===== src/rtl/ftvp_pkg.sv =====
// ---------------------------------------------------------------------------
// ftvp_pkg
// shared types and constants of the tag=value field parser
// ---------------------------------------------------------------------------
package ftvp_pkg;
	localparam int MaxFields   = 128;
	localparam int TableTags   = 1024;
	localparam int MaxMsgBytes = 4096;
	localparam int TabAw       = $clog2(TableTags);
	localparam int PosW        = $clog2(MaxMsgBytes) + 1;

	localparam logic [7:0] SohByte = 8'h01;
	localparam logic [7:0] EqByte  = 8'h3d;
	localparam logic [PosW-1:0] MinMsgBytes = PosW'(20);
	localparam logic [16:0] TagLimit = 17'd65535;

	localparam logic [1:0] KIND_FIELD   = 2'd0;
	localparam logic [1:0] KIND_VERDICT = 2'd1;
	localparam logic [1:0] KIND_LOOKUP  = 2'd2;

	localparam logic [1:0] ST_OK       = 2'd0;
	localparam logic [1:0] ST_BAD      = 2'd1;
	localparam logic [1:0] ST_NOFIELDS = 2'd2;
	localparam logic [1:0] ST_TOOLONG  = 2'd3;

	typedef struct packed {
		logic        action;
		logic [7:0]  data_byte;
		logic        end_of_message;
		logic [15:0] query_tag;
	} in_t;

	typedef struct packed {
		logic [1:0]  kind;
		logic [15:0] field_tag;
		logic [11:0] value_offset;
		logic [11:0] value_length;
		logic [7:0]  field_index;
		logic [1:0]  status;
		logic        found;
		logic        last_of_run;
	} out_t;

	// classified work handed from front to back
	typedef struct packed {
		logic        lookup;      // lookup beat
		logic        lk_ok;       // lookup allowed (good, idle, in range)
		logic [15:0] tag;
		logic        wr;          // field closed
		logic        emit_field;
		logic [11:0] off;
		logic [11:0] len;
		logic [7:0]  idx;
		logic [15:0] gen;
		logic        verdict;
		logic [1:0]  status;
		logic [7:0]  count;
		logic        wipe;        // generation wrapped
	} op_t;

	function automatic logic [7:0] prefix_char(input logic [2:0] i);
		logic [7:0] c;
		case (i)
			3'd0: c = 8'h38;
			3'd1: c = 8'h3d;
			3'd2: c = 8'h46;
			3'd3: c = 8'h49;
			default: c = 8'h58;
		endcase
		return c;
	endfunction
endpackage


===== src/rtl/ftvp_front.sv =====
// ---------------------------------------------------------------------------
// ftvp_front
// byte parser: tracks tag/value state and classifies each beat into an op
// ---------------------------------------------------------------------------
module ftvp_front (
	input  logic           clk,
	input  logic           arst_n,
	input  logic           valid,
	output logic           stall,
	input  ftvp_pkg::in_t  data,
	output logic           op_valid,
	input  logic           op_full,
	output ftvp_pkg::op_t  op
);
	localparam int PW = ftvp_pkg::PosW;

	logic        open_q, inval_q;
	logic [16:0] tag_q;
	logic        hasd_q, dend_q;
	logic [PW-1:0] pos_q;
	logic [11:0] vstart_q;
	logic [7:0]  cnt_q;
	logic        pfx_q, stop_q, long_q, good_q;
	logic [15:0] gen_q;

	logic          acc, is_byte, fresh;
	logic [16:0]   tag_b;
	logic [16:0]   tag_c;
	logic          hasd_c, dend_c, inval_c, stop_c, long_c, pfx_c;
	logic [PW-1:0] pos_c;
	logic [11:0]   vstart_c;
	logic [7:0]    cnt_c;
	logic [15:0]   gen_c;
	logic [7:0]    b;
	logic [20:0]   mul;
	logic [1:0]    st;

	assign stall = op_full;
	assign acc = valid && !op_full;
	assign op_valid = acc;
	assign is_byte = !data.action;
	assign fresh = is_byte && !open_q;
	assign b = data.data_byte;
	// tag accumulator as seen by this beat, cleared when a message opens
	assign tag_b = fresh ? '0 : tag_q;
	assign mul = {tag_b, 3'b000} + {2'b00, tag_b, 1'b0} + 21'(b - 8'h30);

	// next state of the parser for this beat
	always_comb begin
		op = '0;
		op.lookup = data.action;
		op.tag = data.query_tag;
		op.lk_ok = good_q && !open_q &&
			(32'(data.query_tag) < ftvp_pkg::TableTags);
		tag_c = tag_b;
		hasd_c = fresh ? 1'b0 : hasd_q;
		dend_c = fresh ? 1'b0 : dend_q;
		inval_c = fresh ? 1'b0 : inval_q;
		pos_c = fresh ? '0 : pos_q;
		vstart_c = fresh ? '0 : vstart_q;
		cnt_c = fresh ? '0 : cnt_q;
		pfx_c = fresh ? 1'b1 : pfx_q;
		stop_c = fresh ? 1'b0 : stop_q;
		long_c = fresh ? 1'b0 : long_q;
		gen_c = fresh ? gen_q + 16'd1 : gen_q;
		op.wipe = fresh && (gen_c == '0);
		op.gen = gen_c;
		if (is_byte) begin
			if (32'(pos_c) >= ftvp_pkg::MaxMsgBytes) begin
				long_c = 1'b1;
				stop_c = 1'b1;
			end else begin
				if (pos_c < PW'(5) &&
					b != ftvp_pkg::prefix_char(pos_c[2:0]))
					pfx_c = 1'b0;
				if (!stop_c) begin
					if (!inval_c) begin
						if (b == ftvp_pkg::EqByte) begin
							if (hasd_c && tag_c <= ftvp_pkg::TagLimit) begin
								inval_c = 1'b1;
								vstart_c = 12'(pos_c + PW'(1));
							end else begin
								stop_c = 1'b1;
							end
						end else if (b >= 8'h30 && b <= 8'h39 && !dend_c) begin
							tag_c = (mul > 21'(ftvp_pkg::TagLimit)) ?
								17'h10000 : mul[16:0];
							hasd_c = 1'b1;
						end else begin
							dend_c = 1'b1;
						end
					end else if (b == ftvp_pkg::SohByte) begin
						op.wr = 1'b1;
						op.emit_field = pfx_c;
						op.tag = tag_c[15:0];
						op.off = vstart_c;
						op.len = 12'(pos_c) - vstart_c;
						op.idx = cnt_c;
						cnt_c = cnt_c + 8'd1;
						tag_c = '0;
						hasd_c = 1'b0;
						dend_c = 1'b0;
						inval_c = 1'b0;
						if (32'(cnt_c) >= ftvp_pkg::MaxFields)
							stop_c = 1'b1;
					end
				end
				pos_c = pos_c + PW'(1);
			end
			if (data.end_of_message) begin
				if (pos_c < ftvp_pkg::MinMsgBytes || !pfx_c)
					st = ftvp_pkg::ST_BAD;
				else if (long_c)
					st = ftvp_pkg::ST_TOOLONG;
				else if (cnt_c == '0)
					st = ftvp_pkg::ST_NOFIELDS;
				else
					st = ftvp_pkg::ST_OK;
				op.verdict = 1'b1;
				op.status = st;
				op.count = cnt_c;
			end else begin
				st = ftvp_pkg::ST_OK;
			end
		end else begin
			st = ftvp_pkg::ST_OK;
		end
	end

	// parser state registers
	always_ff @(posedge clk or negedge arst_n) begin
		if (!arst_n) begin
			open_q <= 1'b0; inval_q <= 1'b0; tag_q <= '0; hasd_q <= 1'b0;
			dend_q <= 1'b0; pos_q <= '0; vstart_q <= '0; cnt_q <= '0;
			pfx_q <= 1'b1; stop_q <= 1'b0; long_q <= 1'b0; good_q <= 1'b0;
			gen_q <= '0;
		end else if (acc && is_byte) begin
			tag_q <= tag_c; hasd_q <= hasd_c; dend_q <= dend_c;
			pos_q <= pos_c; vstart_q <= vstart_c; cnt_q <= cnt_c;
			pfx_q <= pfx_c; stop_q <= stop_c; long_q <= long_c;
			gen_q <= gen_c;
			open_q <= !data.end_of_message;
			inval_q <= data.end_of_message ? 1'b0 : inval_c;
			good_q <= data.end_of_message && (st == ftvp_pkg::ST_OK);
		end
	end
endmodule


===== config.mk =====
export PLATFORM = sky130hd
export DESIGN_NAME = ftvp_front
export DESIGN_NICKNAME = d
export VERILOG_FILES = /design/src/rtl/ftvp_pkg.sv /design/src/rtl/ftvp_front.sv
export SDC_FILE = /design/constraint.sdc
export NUM_CORES = 1
export LEC_CHECK = 0
export BUFFER_PORTS_ARGS = -buffer_cell sky130_fd_sc_hd__buf_4
export CORE_UTILIZATION = 25
export CTS_CLUSTER_DIAMETER = 30
export DETAILED_ROUTE_END_ITERATION = 12
export GPL_ROUTABILITY_DRIVEN = 0
export PLACE_DENSITY = 0.54
export SLEW_MARGIN = 5
export SYNTH_ARGS = -nofsm -noshare
export SYNTH_HDL_FRONTEND = slang
export SYNTH_SLANG_ARGS = --single-unit
export TNS_END_PERCENT = 10

===== constraint.sdc =====
create_clock -name clk -period 12.1 [get_ports clk]
set_clock_uncertainty 0.05 [all_clocks]
set_input_delay 3.63 -clock clk [delete_from_list [all_inputs] [get_ports clk]]
set_output_delay 3.63 -clock clk [all_outputs]
set_load 0.01 [all_outputs]

=== After elaboration in Yosys (flattened, before gate mapping) ===
Index checks and enable logic that the tools add are counted.

* Register bits after elaboration: 74
* Bits of input ports: 30
* Output and inout port bits: 82
* Logic and storage cells: 143

* $add $sub $neg: 7
* $lt $le $gt $ge: 9
* Equal/unequal tests: 6
* Multiplexer cells: 86
* Reductions and logical operators: 22

{| class="wikitable"
|+ Operators by type and width
! kind !! count
|-
| two-way mux 50 bit || 5
|-
| two-way mux 17 bit || 9
|-
| two-way mux 12 bit || 7
|-
| two-way mux 8 bit || 9
|-
| two-way mux 13 bit || 4
|-
| two-way mux 1 bit || 43
|-
| one-hot mux 7 bit (4 select lines) || 1
|-
| two-way mux 11 bit || 2
|-
| adder 20 x 18 -> 21 bit || 1
|-
| adder 21 bit || 1
|-
| > comparator 21 x 16 -> 1 bit (second input constant) || 1
|-
| <= comparator 17 x 16 -> 1 bit (second input constant) || 1
|-
| adder 16 x 1 -> 16 bit (second input constant) || 1
|-
| zero test 16 bit || 1
|-
| less-than comparator 16 x 11 -> 1 bit (second input constant) || 1
|-
| two-way mux 16 bit || 1
|-
| adder 13 x 1 -> 13 bit (second input constant) || 1
|-
| greater-or-equal comparator 13 bit (second input constant) || 1
|-
| less-than comparator 13 x 3 -> 1 bit (second input constant) || 1
|-
| less-than comparator 13 x 5 -> 1 bit (second input constant) || 1
|-
| subtractor 12 bit || 1
|-
| logical AND 1 bit || 11
|-
| two-way mux 2 bit || 5
|-
| subtractor 8 x 6 -> 9 bit (second input constant) || 1
|-
| 14 further kinds || 20
|}

=== Longest topological paths before layout ===
* Depth after elaboration: 19
* Mapped depth: 19
* Mapped depth without buffers: 13

=== Worst setup path before layout ===
OpenSTA, ideal clock, no wires.

* Path type: in2out
* From: input port data[25] (netlist name)
* To: output port op[46] (netlist name)
* Data arrival time: 7112 ps
* Data required time: 8420 ps
* Slack: 1308 ps
* Stages: 17
* Path buffers: 5
* Path through: or2_2 clkbuf_1 clkbuf_1 clkbuf_1 clkbuf_1 clkbuf_1 and2_1 ha_1 inv_1 fa_1 a21o_1 a21oi_1 o21bai_1 a2111oi_0 o31ai_1 xnor2_1 nor2_1

{| class="wikitable"
|+ RTL lines
! element !! line !! text
|-
| start: declaration || ftvp_front.sv:10 || <nowiki>input ftvp_pkg::in_t data,</nowiki>
|-
| end: declaration || ftvp_front.sv:13 || <nowiki>output ftvp_pkg::op_t op</nowiki>
|}

==> flow_metrics.tcl <==
set metrics [dict create \
    outcome "finished, final reports clean" \
    detail-route-antenna-nets 0 \
    dieWidth_um 171 \
    avgRoutedWirePerCell_um 16.1 \
    slew_headroom_pct 34.2 \
    worstHoldStart "hasd_q" \
    finalHoldViolations 0 \
    drc 0 \
    drt_iter0_drc 368 \
    rows 61 \
    p_leak_nw 4.05 \
    die_area_um2 29300 \
    worstPathRequired_ns 8.42 \
    setup_tns_ns 0 \
    routed_wl_mm 21.7 \
    rr_startpoint "open_q" \
    clockBufferDepth 2 \
    grt.total_usage_pct 15.0 \
    max_freq_mhz 95.5 \
    drv_cap 0 \
    cts_tree "yes" \
    synthTopCellsByArea "dfrtp_1 (26%), ha_1 (8.7%), nand2_1 (7.0%)" \
    cts_setup_buffers 0 \
    r2r_slack_ns 7.04 \
    grt_pass1_wl_mm 34.7 \
    period_share_pct 86.5 \
    setup-violations-final 0 \
    grt_antenna_before_repair 1 \
    irDropWorstVdd_uv 68.0 \
    grt_overflow_total 0 \
    cts-resized-gates 0 \
    syn-cell-area_um2 7160 \
    start_util_pct 25.6 \
    grt_start_max_net_pins 75 \
    htree_levels 3 \
    crit_type "in -> out" \
    portBuffers 111 \
    hp-class "reg -> reg" \
    cts_root_buf "clkbuf_16" \
    vias 6771 \
    clkLatencyLatePin_ns 0.35 \
    cts.sinks 74 \
    syn2layout_area_growth_pct 20.3 \
    viasPerCell 5.00 \
    fp.dieH_um 171 \
    cp.arrival_ns 6.79 \
    dp_hpwl_mm 16.3 \
    fin_crit_ns 10.47 \
    design.portCount 112 \
    synthTopCellsByCount "nand2_1 (133), dfrtp_1 (73), nor2_1 (67)" \
    power.density_nw_per_um2 101 \
    hold_buffers 0 \
    ys_async_sr_fraction_pct 100 \
    clkTransAtPathRegs_ns 0.06 \
    core_um2 28000 \
    drv_slew 0 \
    worstSetupStartpoint "data[25]" \
    start_kind "primary input" \
    num-nets-final 1059 \
    synth.most_common_cell "nand2_1" \
    first_global_vias 6518 \
    synth_top_cell_by_area "dfrtp_1" \
    first_pass_iters 7 \
    synth_top_area_share_pct 25.5 \
    instances_no_fill 1354 \
    syn_inst 895 \
    synth_edf_count 0 \
    post-route-util_pct 30.8 \
    avgSynthCellArea_um2 8.00 \
    crit_path_max_fanout 52 \
    syn_nets 984 \
    synth_cell_types 81 \
    end_kind "primary output" \
    tightest_slew_ns 0.988 \
    ys.flop_type "dfrtp_1" \
    drive_gt1_share_pct 18.4 \
    yosys_register_bits 74 \
    rsz0062_at_grt "false" \
    cts-buffers-inserted 9 \
    yosysWarningCount 0 \
    ys_seq_area_share_pct 25.9 \
    placed_cells 1337 \
]
critical path, stage by stage:
cell and delay (ns):
buf_4 0.18, or2_2 0.32, buf_4 0.55, and2_1 0.24, ha_1 0.19, nand4_1 0.29, o21a_1 0.28, o21ai_0 0.28
and3_1 0.22, a31o_1 0.16, nor3b_1 0.22, buf_4 0.17
per-layer routing:
metal  part of all wire [%]  vias up  GRT usage (%)
met3                    4.8       17           2.23
met4                    1.4        0           4.31
li1                       -     3323              -
met5                      0        -              0
met1                     46     3260           19.5
met2                     47      171           25.7
final cells by class:
| cell class | count | area (um2) |
|---|---|---|
| Clock inverter | 6 | 90.1 |
| Fill cell | 3014 | 19400 |
| Timing Repair Buffer | 119 | 893 |
| Clock buffer | 10 | 229 |
| Inverter | 45 | 169 |
| Tap cell | 378 | 473 |
| Sequential cell | 74 | 1850 |
| Multi-Input combinational cell | 721 | 4910 |
| Antenna cell | 1 | 2.50 |
registers in the layout (all words and copies together) (netlist names), 8 cells and up:
signal / flops
cnt_q: 8
gen_q: 16
pos_q: 13
tag_q: 17
vstart_q: 12
kinds of logic (layout without fill, tap and decap cells):
kind of cell	Yosys count	after routing	synth area share, %
mux	15	15	2.31
fa+ha+maj	59	59	11.2
flops	74	74	25.9
compound gates	213	213	21.0
other cells	0	1	0
simple gates	360	360	24.9
xor+xnor	74	74	9.05
buf+inv	100	180	5.62
worst paths after layout:
kind,end,depth (start not counted)
setup / recovery,op[10],12
hold / removal,hasd_q,2
max in group asynchronous,hasd_q,1
hold reg to reg,hasd_q,2
min in group asynchronous,gen_q[15],1
setup reg to reg,tag_q[9],12
power breakdown:
| group | internal [W] | switching [W] | total [W] | leakage (nW) |
|---|---|---|---|---|
| Sequential | 0.000266 | 0.0000303 | 0.000296 | 1.01 |
| Combinational | 0.000116 | 0.000159 | 0.000275 | 2.89 |
| Clock | 0.000182 | 0.000117 | 0.000298 | 0.153 |
stage by stage:
stage / worst slack (ns) / area, um2 / total power [W] / hold slack (ns)
2_1_floorplan: 1.31 / 7160 / 0.000488 / 0.386
3_3_place_gp: 1.68 / 8300 / 0.000573 / 0.413
3_5_place_dp: 1.67 / 8300 / 0.000575 / 0.420
4_1_cts: 1.64 / 8620 / 0.000876 / 0.438
5_1_grt: 1.41 / 8620 / 0.000922 / 0.452
6_report: 1.63 / 8620 / 0.000869 / 0.437
cell usage in the layout, fill, tap and decap left out, types with 6 or more instances in the layout:
cell type  count
a211oi_1       6
a21o_1         7
a21oi_1       43
a22o_1        11
a31o_2         7
and2_1        12
and3_1        27
buf_4        119
clkbuf_16      9
dfrtp_1       73
fa_1           9
ha_1          50
inv_1         44
mux2_2         9
nand2_1      133
nand2b_1       9
nand3_1       19
nand4_1       11
nor2_1        66
nor2b_1        8
nor3_1        20
nor4_1         9
o21a_1         7
o21ai_0       58
o31ai_1        6
o41ai_1        9
o41ai_2        8
or2_2          7
or3_1         13
xnor2_1       42
xor2_1        32
Power figures use the tool's default switching activity.
